--- config.mk ---
export PLATFORM = sky130hd
export DESIGN_NAME = stream_find_replace
export DESIGN_NICKNAME = d
export VERILOG_FILES = /design/src/hdl/sfr_pkg.sv /design/src/hdl/sfr_cfg.sv /design/src/hdl/sfr_win_cell.sv /design/src/hdl/sfr_out_cell.sv /design/src/hdl/stream_find_replace.sv
export SDC_FILE = /design/constraint.sdc
export NUM_CORES = 1
export LEC_CHECK = 0
export BUFFER_PORTS_ARGS = -buffer_cell sky130_fd_sc_hd__buf_2
export CORE_MARGIN = 2
export CORE_UTILIZATION = 32
export CTS_BUF_LIST = sky130_fd_sc_hd__clkbuf_8
export CTS_CLUSTER_SIZE = 8
export DETAILED_ROUTE_END_ITERATION = 8
export PLACE_DENSITY = 0.52
export SLEW_MARGIN = 20
export SYNTH_ARGS = -nofsm -noshare
export SYNTH_HDL_FRONTEND = slang
export SYNTH_HIERARCHICAL = 1
export SYNTH_SLANG_ARGS = --single-unit
--- constraint.sdc ---
create_clock -name aclk -period 5.99 [get_ports aclk]
set_clock_uncertainty 0.1 [all_clocks]
set_input_delay 0 -clock aclk [delete_from_list [all_inputs] [get_ports aclk]]
set_output_delay 0 -clock aclk [all_outputs]
set_load 0.03 [all_outputs]
--- src/hdl/sfr_pkg.sv ---
// shared constants, types and helpers for the stream find-and-replace block
`default_nettype none

package sfr_pkg;

    localparam int MAX_PATTERN     = 8;
    localparam int MAX_REPLACEMENT = 8;
    localparam int BURST_DEPTH     = (MAX_PATTERN > MAX_REPLACEMENT) ? MAX_PATTERN
                                                                      : MAX_REPLACEMENT;
    localparam int CNT_W           = $clog2(BURST_DEPTH + 1);

    localparam int LEN_W   = 4;
    localparam int WORD_W  = 64;
    localparam int ADDR_W  = 5;
    localparam int BYTE_W  = 8;

    typedef enum logic [1:0] {
        REG_PATTERN_LENGTH     = 2'd0,
        REG_PATTERN_BYTES      = 2'd1,
        REG_REPLACEMENT_LENGTH = 2'd2,
        REG_REPLACEMENT_BYTES  = 2'd3
    } reg_idx_t;

    typedef struct packed {
        logic [CNT_W-1:0]  plen;
        logic [WORD_W-1:0] pat;
        logic [CNT_W-1:0]  rlen;
        logic [WORD_W-1:0] repl;
        logic              clear;
    } cfg_t;

    typedef struct packed {
        logic en;
        logic shift;
        logic take_new;
    } win_ctl_t;

    typedef struct packed {
        logic load;
        logic shift;
    } out_ctl_t;

    function automatic logic [CNT_W-1:0] sat_plen(input logic [LEN_W-1:0] raw);
        logic [CNT_W-1:0] n;
        n = CNT_W'(raw);
        if (raw == '0) begin
            n = CNT_W'(1);
        end else if (32'(raw) > MAX_PATTERN) begin
            n = CNT_W'(MAX_PATTERN);
        end
        return n;
    endfunction

    function automatic logic [CNT_W-1:0] sat_rlen(input logic [LEN_W-1:0] raw);
        logic [CNT_W-1:0] n;
        n = CNT_W'(raw);
        if (32'(raw) > MAX_REPLACEMENT) begin
            n = CNT_W'(MAX_REPLACEMENT);
        end
        return n;
    endfunction

endpackage

`default_nettype wire

--- src/hdl/sfr_cfg.sv ---
// apb register file holding pattern and replacement settings
`default_nettype none

module sfr_cfg
    import sfr_pkg::*;
(
    input  wire logic              aclk,
    input  wire logic              aresetn,
    input  wire logic              psel,
    input  wire logic              penable,
    input  wire logic              pwrite,
    input  wire logic [ADDR_W-1:0] paddr,
    input  wire logic [WORD_W-1:0] pwdata,
    output logic      [WORD_W-1:0] prdata,
    output logic                   pready,
    output cfg_t                   cfg
);

    logic [LEN_W-1:0]  plen_reg,  plen_next;
    logic [WORD_W-1:0] pat_reg,   pat_next;
    logic [LEN_W-1:0]  rlen_reg,  rlen_next;
    logic [WORD_W-1:0] repl_reg,  repl_next;
    logic              clear_next;
    reg_idx_t          idx;
    logic              wr;

    assign pready = 1'b1;
    assign idx    = reg_idx_t'(paddr[ADDR_W-1:3]);
    assign wr     = psel && penable && pwrite && pready;

    always_comb begin
        plen_next  = plen_reg;
        pat_next   = pat_reg;
        rlen_next  = rlen_reg;
        repl_next  = repl_reg;
        clear_next = 1'b0;
        if (wr) begin
            unique case (idx)
                REG_PATTERN_LENGTH: begin
                    plen_next  = pwdata[LEN_W-1:0];
                    clear_next = 1'b1;
                end
                REG_PATTERN_BYTES:      pat_next  = pwdata;
                REG_REPLACEMENT_LENGTH: rlen_next = pwdata[LEN_W-1:0];
                REG_REPLACEMENT_BYTES:  repl_next = pwdata;
                default: ;
            endcase
        end
    end

    always_comb begin
        unique case (idx)
            REG_PATTERN_LENGTH:     prdata = WORD_W'(plen_reg);
            REG_PATTERN_BYTES:      prdata = pat_reg;
            REG_REPLACEMENT_LENGTH: prdata = WORD_W'(rlen_reg);
            REG_REPLACEMENT_BYTES:  prdata = repl_reg;
            default:                prdata = '0;
        endcase
    end

    always_ff @(posedge aclk) begin
        if (!aresetn) begin
            plen_reg  <= LEN_W'(1);
            pat_reg   <= '0;
            rlen_reg  <= '0;
            repl_reg  <= '0;
        end else begin
            plen_reg  <= plen_next;
            pat_reg   <= pat_next;
            rlen_reg  <= rlen_next;
            repl_reg  <= repl_next;
        end
    end

    // clear is combinational so the window empties at the same edge as the write
    assign cfg.plen  = sat_plen(plen_reg);
    assign cfg.pat   = pat_reg;
    assign cfg.rlen  = sat_rlen(rlen_reg);
    assign cfg.repl  = repl_reg;
    assign cfg.clear = clear_next;

endmodule

`default_nettype wire

--- src/hdl/sfr_win_cell.sv ---
// one window cell: holds a pending byte and compares it to its pattern byte
`default_nettype none

module sfr_win_cell
    import sfr_pkg::*;
(
    input  wire logic              aclk,
    input  wire win_ctl_t          ctl,
    input  wire logic [BYTE_W-1:0] in_byte,
    input  wire logic [BYTE_W-1:0] nb_view,
    input  wire logic [BYTE_W-1:0] pat_byte,
    output logic      [BYTE_W-1:0] view,
    output logic                   match
);

    logic [BYTE_W-1:0] byte_reg, byte_next;

    // view is the window contents with the incoming byte already placed
    assign view  = ctl.take_new ? in_byte : byte_reg;
    assign match = (view == pat_byte);

    always_comb begin
        byte_next = byte_reg;
        if (ctl.en) begin
            byte_next = ctl.shift ? nb_view : view;
        end
    end

    always_ff @(posedge aclk) begin
        byte_reg <= byte_next;
    end

endmodule

`default_nettype wire

--- src/hdl/sfr_out_cell.sv ---
// one output cell: holds a queued result byte and shifts toward the port
`default_nettype none

module sfr_out_cell
    import sfr_pkg::*;
(
    input  wire logic              aclk,
    input  wire out_ctl_t          ctl,
    input  wire logic [BYTE_W-1:0] load_byte,
    input  wire logic [BYTE_W-1:0] nb_byte,
    output logic      [BYTE_W-1:0] q
);

    logic [BYTE_W-1:0] byte_reg, byte_next;

    always_comb begin
        byte_next = byte_reg;
        if (ctl.load) begin
            byte_next = load_byte;
        end else if (ctl.shift) begin
            byte_next = nb_byte;
        end
    end

    always_ff @(posedge aclk) begin
        byte_reg <= byte_next;
    end

    assign q = byte_reg;

endmodule

`default_nettype wire

--- src/hdl/stream_find_replace.sv ---
// top level of the streaming find-and-replace-all block
//
//  channel   ports                               role
//  s_        s_valid s_ready s_in_byte           source bytes, one beat per byte
//            s_final_byte
//  m_        m_valid m_ready m_out_byte          rewritten bytes and end marker
//            m_byte_valid m_end_of_string
//  apb       psel penable pwrite paddr pwdata    pattern and replacement registers
//            prdata pready
//
//  an input beat is taken when s_valid and s_ready are high; a beat that yields
//  n results holds s_ready low while the output cell row drains (n up to 8)
//  a beat that yields at most one result sustains one beat per cycle while m_ready is high
//  results are registered in the output cell row and appear in the cycle after the input beat that causes them
//  synchronous active-low reset empties the window and the output row
//  m_ready low stalls the output row and, while it holds any beat, s_ready
`default_nettype none

module stream_find_replace
    import sfr_pkg::*;
(
    input  wire logic              aclk,
    input  wire logic              aresetn,
    input  wire logic              s_valid,
    output logic                   s_ready,
    input  wire logic [BYTE_W-1:0] s_in_byte,
    input  wire logic              s_final_byte,
    output logic                   m_valid,
    input  wire logic              m_ready,
    output logic      [BYTE_W-1:0] m_out_byte,
    output logic                   m_byte_valid,
    output logic                   m_end_of_string,
    input  wire logic              psel,
    input  wire logic              penable,
    input  wire logic              pwrite,
    input  wire logic [ADDR_W-1:0] paddr,
    input  wire logic [WORD_W-1:0] pwdata,
    output logic      [WORD_W-1:0] prdata,
    output logic                   pready
);

    cfg_t cfg;

    logic [CNT_W-1:0] win_cnt_reg, win_cnt_next;
    logic [CNT_W-1:0] out_cnt_reg, out_cnt_next;
    logic             end_reg, end_next;
    logic             bare_reg, bare_next;

    logic [BYTE_W-1:0] view  [MAX_PATTERN];
    logic              match [MAX_PATTERN];
    logic [BYTE_W-1:0] oq    [BURST_DEPTH];
    logic [BYTE_W-1:0] burst [BURST_DEPTH];

    logic             s_hs, m_hs;
    logic [CNT_W-1:0] new_cnt;
    logic             cmp, hit, hit_cmp, miss_cmp;
    logic             sel_repl, bare;
    logic [CNT_W-1:0] burst_len;
    logic             load;

    sfr_cfg u_cfg (
        .aclk    (aclk),
        .aresetn (aresetn),
        .psel    (psel),
        .penable (penable),
        .pwrite  (pwrite),
        .paddr   (paddr),
        .pwdata  (pwdata),
        .prdata  (prdata),
        .pready  (pready),
        .cfg     (cfg)
    );

    assign s_ready = (out_cnt_reg == '0) || ((out_cnt_reg == CNT_W'(1)) && m_ready);
    assign s_hs    = s_valid && s_ready;
    assign m_hs    = m_valid && m_ready;
    assign new_cnt = win_cnt_reg + CNT_W'(1);
    assign cmp     = (new_cnt == cfg.plen);

    always_comb begin
        hit = 1'b1;
        for (int i = 0; i < MAX_PATTERN; i++) begin
            if ((CNT_W'(i) < cfg.plen) && !match[i]) begin
                hit = 1'b0;
            end
        end
    end

    assign hit_cmp  = cmp && hit;
    assign miss_cmp = cmp && !hit;

    // window row
    for (genvar i = 0; i < MAX_PATTERN; i++) begin : g_win
        win_ctl_t          wctl;
        logic [BYTE_W-1:0] nb;

        assign wctl.en       = s_hs;
        assign wctl.shift    = miss_cmp;
        assign wctl.take_new = (win_cnt_reg == CNT_W'(i));
        if (i == MAX_PATTERN - 1) begin : g_tail
            assign nb = view[i];
        end else begin : g_mid
            assign nb = view[i+1];
        end

        sfr_win_cell u_cell (
            .aclk     (aclk),
            .ctl      (wctl),
            .in_byte  (s_in_byte),
            .nb_view  (nb),
            .pat_byte (cfg.pat[i*BYTE_W +: BYTE_W]),
            .view     (view[i]),
            .match    (match[i])
        );
    end

    // results of one beat are none, the replacement, a prefix of the window, or a bare end marker
    always_comb begin
        sel_repl  = hit_cmp;
        burst_len = '0;
        if (hit_cmp) begin
            burst_len = cfg.rlen;
        end else if (miss_cmp) begin
            burst_len = s_final_byte ? cfg.plen : CNT_W'(1);
        end else if (s_final_byte) begin
            burst_len = new_cnt;
        end
        bare = 1'b0;
        if (s_final_byte && (burst_len == '0)) begin
            bare      = 1'b1;
            burst_len = CNT_W'(1);
        end
    end

    for (genvar i = 0; i < BURST_DEPTH; i++) begin : g_burst
        logic [BYTE_W-1:0] rb, wb;
        if (i < MAX_REPLACEMENT) begin : g_r
            assign rb = cfg.repl[i*BYTE_W +: BYTE_W];
        end else begin : g_nr
            assign rb = '0;
        end
        if (i < MAX_PATTERN) begin : g_w
            assign wb = view[i];
        end else begin : g_nw
            assign wb = '0;
        end
        assign burst[i] = bare ? '0 : (sel_repl ? rb : wb);
    end

    assign load = s_hs && (burst_len != '0);

    // output row
    for (genvar i = 0; i < BURST_DEPTH; i++) begin : g_out
        out_ctl_t          octl;
        logic [BYTE_W-1:0] nb;

        assign octl.load  = load;
        assign octl.shift = m_hs;
        if (i == BURST_DEPTH - 1) begin : g_tail
            assign nb = '0;
        end else begin : g_mid
            assign nb = oq[i+1];
        end

        sfr_out_cell u_cell (
            .aclk      (aclk),
            .ctl       (octl),
            .load_byte (burst[i]),
            .nb_byte   (nb),
            .q         (oq[i])
        );
    end

    always_comb begin
        win_cnt_next = win_cnt_reg;
        if (cfg.clear) begin
            win_cnt_next = '0;
        end else if (s_hs) begin
            if (s_final_byte || hit_cmp) begin
                win_cnt_next = '0;
            end else if (miss_cmp) begin
                win_cnt_next = cfg.plen - CNT_W'(1);
            end else begin
                win_cnt_next = new_cnt;
            end
        end
    end

    always_comb begin
        out_cnt_next = out_cnt_reg;
        end_next     = end_reg;
        bare_next    = bare_reg;
        if (load) begin
            out_cnt_next = burst_len;
            end_next     = s_final_byte;
            bare_next    = bare;
        end else if (m_hs) begin
            out_cnt_next = out_cnt_reg - CNT_W'(1);
        end
    end

    always_ff @(posedge aclk) begin
        if (!aresetn) begin
            win_cnt_reg <= '0;
            out_cnt_reg <= '0;
            end_reg     <= 1'b0;
            bare_reg    <= 1'b0;
        end else begin
            win_cnt_reg <= win_cnt_next;
            out_cnt_reg <= out_cnt_next;
            end_reg     <= end_next;
            bare_reg    <= bare_next;
        end
    end

    assign m_valid         = (out_cnt_reg != '0);
    assign m_out_byte      = oq[0];
    assign m_byte_valid    = !bare_reg;
    assign m_end_of_string = end_reg && (out_cnt_reg == CNT_W'(1));

    a_win_below_plen: assert property (@(posedge aclk) disable iff (!aresetn)
        win_cnt_reg < cfg.plen)
        else $error("window count reached pattern length");

    a_bare_is_end: assert property (@(posedge aclk) disable iff (!aresetn)
        (m_valid && !m_byte_valid) |-> m_end_of_string)
        else $error("bare marker beat without end of string");

    a_final_empties: assert property (@(posedge aclk) disable iff (!aresetn)
        (s_hs && s_final_byte) |=> (win_cnt_reg == '0))
        else $error("window not empty after final byte");

    a_out_bound: assert property (@(posedge aclk) disable iff (!aresetn)
        out_cnt_reg <= CNT_W'(BURST_DEPTH))
        else $error("output row overfilled");

endmodule

`default_nettype wire
==> results.md, run 1 <==
- TritonCTS built the clock tree.
- The overall via count from detail_route is ~11k.
- For the final routed database, the setup TNS stands at 0 ns.
- The clock transition at the registers of the reported paths is about 0.060 ns.
- Data on the critical path arrives at its endpoint at 5.42 ns.
- Static timing analysis puts the maximum clock frequency at 0.1924 GHz.
- The number of fill cells is between 5k and 6k.
- The number of global-route vias before repair is 11.83k.
- Sequential elements use 42.46% of the synthesized area.
- The count of cell types in the netlist is just under 60.
- At the worst endpoint, the required time is 6.21 ns.
- VDD sags by at most 0.2298 mV.
- The sink count of the clock tree is 274.
- The row count is 81.
- After the last flow step, the layout net total stands at approximately 1.8k.
- The most used flip-flop cell after synthesis is dfxtp_1.
- The number of synthesized register bits is roughly 270.
- The count of mapped cells out of synthesis is about 1.5k.
- The cell sitting at the root of the clock tree is a clkbuf_8.
- Including well taps, the total number of placed cells is around 2.2k.
- The share of the clock period used by the worst path is 86.79%.
- The DRC violation count after routing is 0.
- The number of gates resized after cts is 0.
- STA classifies the critical path endpoint as a flip-flop.
- In the final layout, flip-flops and latches occupy 6766 um^2.
- The shortest clock period the worst path allows after layout is 5.199 ns.
- The repair_antennas step left the layout with diodes totalling 0.
- Relative to the synthesized area, the layout overhead comes to 19.27%.
- In the global route stage, overall resource usage came out at approximately 17%.
- The total clock buffers created by CTS is 51.
- The maximum fanout along the worst path is 72.
- After synthesis, the mean cell area works out to 10.89 um^2.
- In this run the power density over the cells is between 300 and 400 nW/um^2.
- In this run the worst hold path is classified as input pin to flip-flop.
- The wire-length estimate of the detail-placed layout is 30680 um.
- The count of buffers added on input and output ports is about 160.
- The average via count per standard cell is 4.684.
- The detailed-route wire length is 44060 um.
- The worst pin sits at a relative slew slack of 38.25%.
- The share of cells above drive strength 1 is 30.16%.
- For the pin with the worst max-slew slack, the measured transition is 0.9262 ns.
- The cell area that synthesis handed to floorplanning was ~16000 um^2.
- Setup violations remaining at the end of the flow were counted as 0.
- The die span in x is 227.2 um.
- The number of max-slew violations in the final report came to 0.
- The synthesis warning total is 6.
- The floorplan core area is around 49000 um^2.
- The category of the worst setup path launch point is a flip-flop.
- In this run the deepest clock path goes through 3 buffers.
- The total overflow left after global routing is 0.
- The clock reaches the later pin of the worst-skew pair after 0.62 ns.
- After the first detailed-routing iteration, the DRC count stood at 480.
- The category of the most critical setup path is flip-flop to flip-flop.
- The number of detailed-route iterations in the first pass is 4.
- Pin placement for this block handled around 160 I/O pins.
- The global-route wire length before repair is 68050 um.
- The final hold violation count is 0.
- For this run, asynchronously set or reset flops after synthesis account for 0%.
- Routability-driven placement finished with a final weighted congestion of 0.8284.
- For this design the static power due to leakage is roughly 8.3 nW.
- The maximum number of pins on one net before global-route repair is 100.
- The area of the die is slightly above 50000 um^2.
- Setup repair after global routing left no endpoint under its margin.
- The depth of the CTS H-tree is 2.
- The per-cell routed wire length is 18.45 um.
- The initial utilization of the core area, before any placement, comes to 32.49%.
- After the flow finishes, the layout carries non-filler instances totaling 2388.
- The initial antenna violation count is 0.
- The floorplan die height is 227.2 um.
- The run finished with clean final reports.
- The remaining number of nets flagged by the antenna check after routing is 0.
- The number of max-cap violations is 0.
- The area used by multi-input combinational logic is approximately 8500 um^2.
- The synthesized design contains approximately 130 enable-type register cells.
-- layout by cell type, fill, tap and decap left out, types with 61 or more instances in the layout --
master / count
nand2_1: 337
mux2i_1: 197
buf_2: 155
dfxtp_1: 146
mux2_4: 128
edfxtp_1: 128
dlygate4sd3_1: 89
nor2_1: 86
mux2_2: 64
xnor2_1: 61
clkbuf_8: 61
-- cells in the mapped netlist (6+ instances only) --
cell      count  area [um^2]
nand2_1     338         1269
mux2i_1     197         1972
dfxtp_1     146         2923
edfxtp_1    128         3844
mux2_4      128         1922
nor2_1       86        322.8
mux2_2       64        720.7
xnor2_1      61        534.3
a21oi_2      60        525.5
clkbuf_1     48        180.2
buf_6        36        405.4
nand4_1      21        131.4
inv_1        14        52.55
nor2b_1      10        62.56
ha_1          9        112.6
a21oi_1       8        40.04
and2_1        8        50.05
buf_2         8        40.04
or2_1         8        50.05
xnor2_2       8        130.1
nand3_1       6        30.03
-- area by class of cell --
| cell class | count | area share, % |
|---|---|---|
| multi-input cells | 1082 | 44.67 |
| flip-flops and latches | 274 | 35.60 |
| repair buffers | 259 | 9.511 |
| clock buffers | 61 | 4.417 |
| well taps | 664 | 4.370 |
| clock inverters | 33 | 1.139 |
| inverters | 15 | 0.3028 |
-- kinds of logic (layout without fill, tap and decap cells) --
kind of cell               after synthesis  in the layout  share of synthesized area (%)
AOI/OAI and AO/OA                       99             99                          5.071
xor gates and xnor gates                75             75                          4.585
adders and majority gates                9              9                         0.7066
buffers and inverters                  115            368                          4.538
DFF                                    274            274                          42.46
muxes                                  393            393                          29.52
other                                    2              9                        0.04712
and+or+nand+nor                        497            497                          13.08
-- per-layer routing --
layer	share of wire [%]	GRT usage, %	vias up
li1	-	-	5507
met1	46	22.27	5435
met2	49	29.89	190
met3	3.4	2.814	53
met4	1.9	4.449	0
met5	0	0	-
-- through the flow --
step / total power, mW / hold WS [ns] / setup WS (ns) / instance area, um^2 / utilization [%]
after floorplan: 3.760 / 0.01753 / 1.190 / 15960 / -
after global placement: 4.103 / 0.1666 / 0.8693 / 17060 / 34.78
after detailed placement: 4.138 / 0.1759 / 0.9251 / 17060 / 34.78
after CTS: 6.074 / 0.03540 / 0.8500 / 19010 / 38.75
after global routing: 6.265 / 0.08143 / 0.5420 / 19010 / 38.75
final: 5.986 / 0.08600 / 0.7913 / 19010 / 38.75
-- path summary, 6_finish.rpt --
check,start,to,slack [ns],cells past startpoint
max reg2reg,win_cnt_reg[2],g_out[0].u_cell/q[4],0.79,14
max,win_cnt_reg[2],g_out[0].u_cell/q[4],0.79,14
min reg2reg,u_cfg/repl_reg[1],u_cfg/repl_reg[1],0.38,2
min,pwdata[54],u_cfg/pat_reg[54],0.09,4
-- where the power goes --
part           internal (mW)  switching (mW)
logic                  0.695           0.868
registers               2.44           0.113
clock network           1.05           0.820
total                   4.18            1.80
-- critical path: stages, from the launching register on --
cell and delay (ns):
dfxtp_1 0.47, nor2b_1 0.25, and2_1 0.51, mux2_4 0.39, xnor2_1 0.17, nand4_1 0.11
nor2_1 0.42, nor2b_4 0.07, o32a_4 0.42, nor3_4 0.34, a21boi_0 0.16, o21ai_1 0.44
clkinv_2 0.15, buf_12 0.23, or2_1 0.49
-- what timing repair did --
action                    4_1_cts  5_1_grt
hold endpoints to repair      203        0
hold buffers                   89        0
setup buffers                   0        0
Power figures use the tool's default switching activity.
==> inputs of run 2 (changes only) <==
CORE_MARGIN = default   (was 2)
==> results.md, run 2 (synthesized netlist as in run 1, its figures left out) <==
- Run status: complete, no violations (unchanged).
- The cell with the largest stage delay on the worst path is and2_1 (unchanged).
- The required time reported for the critical path endpoint is 6.18 ns (was 6.21 ns).
- The combined global-route utilization of all metal layers came to 17.01% (was 17.24%).
- The per-cell routed wire length is 18.19 um (was 18.45 um).
- The peak supply drop is 0.2380 mV (was 0.2298 mV).
- The number of max-slew violations in the final report is 0 (unchanged).
- The maximum clock insertion buffer count is 3 (unchanged).
- The CTS root buffer is clkbuf_8 (unchanged).
- The number of max-cap violations was 0 (unchanged).
- The worst-margin pin slew was 0.9319 ns (was 0.9262 ns).
- The hold slack is 0.06901 ns (was 0.08600 ns).
- The HPWL after detailed placement is 30080 um (was 30680 um).
- The post-layout instance count excluding filler cells came to 2378 (was 2388).
- The signal arrival time at the worst endpoint is 5.42 ns (about the same).
- The number of setup violations in the final report was 0 (unchanged).
- The sink count of the clock tree is 274 (unchanged).
- The CTS tree was yes (unchanged).
- The row count came to 81 (unchanged).
- The DRC violation count after routing is 0 (unchanged).
- The endpoint type of the worst setup path is a flip-flop (unchanged).
- The kind of cell adding the most delay to the critical path is simple AND/OR/NAND/NOR gates (unchanged).
- The clock transition at the registers of the reported paths came to 0.06 ns (about the same).
- The share of cells above drive strength 1 is 29.99% (was 30.16%).
- The category of the worst setup path launch point is a flip-flop (unchanged).
- The layout overhead on the synthesized area is 18.47% (was 19.27%).
- The remaining global-route overflow came to 0 (unchanged).
- The port buffer count is 157 (unchanged).
- The number of global-route vias before repair is 11.38k (was 11.83k).
- The highest achievable clock rate came to 0.1913 GHz (was 0.1924 GHz).
- Unrepaired setup endpoints after global routing: no (unchanged).
- The total clock buffers created by CTS is 48 (was 51).
- The share of the clock period used by the worst path is 87.28% (was 86.79%).
- The area of the die was 50700 um^2 (was 51610 um^2).
- The I/O pin count is 162 (unchanged).
- The starting utilization of the core area is 32.49% (unchanged).
- The final total negative setup slack was 0 ns (unchanged).
- The global-route wire length before repair is 66190 um (was 68050 um).
- The final RePlAce weighted congestion was 0.8187 (was 0.8284).
- The worst slew margin relative to its limit is 37.88% (was 38.25%).
- The cell total after placement is 2203 (was 2205).
- The total power density per cell area is 304.7 nW/um^2 (was 314.9 nW/um^2).
- Most used cells in the layout excluding fill and tap cells: nand2_1, mux2i_1, buf_2, dfxtp_1 (unchanged).
- Cell-by-cell trace of the critical path: nor2b_1 > and2_1 > mux2_4 > xnor2_1 > nand4_1 > nor2_1 > nor2b_4 > o32a_4 > nor3_4 > a21boi_0 > o21ai_1 > clkinv_2 > buf_12 > or2_1 (unchanged).
- The number of detailed-route iterations in the first pass is 5 (was 4).
- The shortest clock period the worst path allows after layout is 5.228 ns (was 5.199 ns).
- The average via count per standard cell came to 4.674 (was 4.684).
- The remaining number of nets flagged by the antenna check after routing is 0 (unchanged).
- The floorplan die height came to 225.2 um (was 227.2 um).
- The number of antenna repair diodes is 0 (unchanged).
- The leading cell type in the layout, fill and taps excluded is nand2_1 (unchanged).
- The detailed-route wire length came to 43250 um (was 44060 um).
- The clock insertion delay at the later pin of the skew report is 0.61 ns (was 0.62 ns).
- The count of nets after finishing came to 1773 (was 1777).
- The number of gates resized after cts is 0 (unchanged).
- The die span in x is 225.2 um (was 227.2 um).
- The number of buffers inserted to repair setup after CTS is 0 (unchanged).
- The total cell area at the placement stage is 17070 um^2 (was 17060 um^2).
- The DRC violation total after the first TritonRoute iteration was 440 (was 480).
- The total leakage power is 8.194 nW (was 8.281 nW).
- The maximum cell stage delay along the critical path was 0.51 ns (about the same).
- The count of hold buffers inserted by post-cts repair is 90 (was 89).
- The post-route cell area is 18880 um^2 (was 19010 um^2).
- The critical path buffer and inverter count is 2 (unchanged).
- The core utilization of the finished layout came to 38.49% (was 38.75%).
- The maximum number of pins on one net before global-route repair is 109 (was 100).
- The final hold violation count came to 0 (unchanged).
- The category of the most critical setup path is flip-flop to flip-flop (unchanged).
- The number of fill cells was 4914 (was 5006).
- The initial antenna violation count is 0 (unchanged).
- The depth of the CTS H-tree was 2 (unchanged).
- The maximum fanout along the worst path is 72 (unchanged).
- The overall via count from detail_route is 11.11k (was 11.19k).
- The floorplan core area was 49050 um^2 (unchanged).
- The worst hold-check path type is input pin to flip-flop (unchanged).
run 2: changes by cell type in the layout (fill, tap and decap cells not counted), sizes merged, moves of 2 or more:
cell	delta
buf	-2
bufinv	-3
clkbuf	-4
clkinv	+6
inv	-7
run 2: where the power goes:
part | switching, mW | leakage (nW) | internal, mW
clock network | 0.781 | 0.526 | 0.861
logic | 0.848 | 5.49 | 0.694
registers | 0.124 | 2.18 | 2.44
run 2: area by class of cell:
cell class                 instances  area, um^2  share of cell area (%)
clock buffer                      57       784.5                   4.155
clock inverter                    28       123.9                  0.6560
inverter                          15       57.56                  0.3048
multi-input combinational       1082        8491                   44.97
sequential                       274        6766                   35.84
tap                              664       830.8                   4.400
timing repair buffer             258        1828                   9.681
run 2: final timing paths:
| check | from | end | slack, ns | cells after the start |
|---|---|---|---|---|
| worst max-delay path | win_cnt_reg[2] | g_out[0].u_cell/q[6] | 0.76 | 14 |
| worst max register to register | win_cnt_reg[2] | g_out[0].u_cell/q[6] | 0.76 | 14 |
| worst min register to register | u_cfg/repl_reg[52] | u_cfg/repl_reg[52] | 0.38 | 2 |
| worst min-delay path | s_in_byte[1] | g_win[4].u_cell/byte_reg[1] | 0.07 | 3 |
run 2: metrics by stage:
step	setup WS [ns]	total power, mW
2_1_floorplan	1.190	3.760
3_3_place_gp	0.9034	4.109
3_5_place_dp	0.8550	4.123
4_1_cts	0.8285	5.841
5_1_grt	0.4957	6.043
6_report	0.7621	5.753
run 2: per-layer routing:
metal / routed length (um) / track usage, %
met5: 0 / 0
met2: 21040 / 29.10
met4: 639 / 3.401
met1: 20090 / 22.41
met3: 1470 / 2.947
run 2: worst register-to-register path, stage by stage (launching register included):
cell and delay [ns]:
dfxtp_1 0.49, nor2b_1 0.24, and2_1 0.51, mux2_4 0.40
xnor2_1 0.16, nand4_1 0.12, nor2_1 0.45, nor2b_4 0.07
o32a_4 0.42, nor3_4 0.34, a21boi_0 0.15, o21ai_1 0.44
clkinv_2 0.14, buf_12 0.22, or2_1 0.66
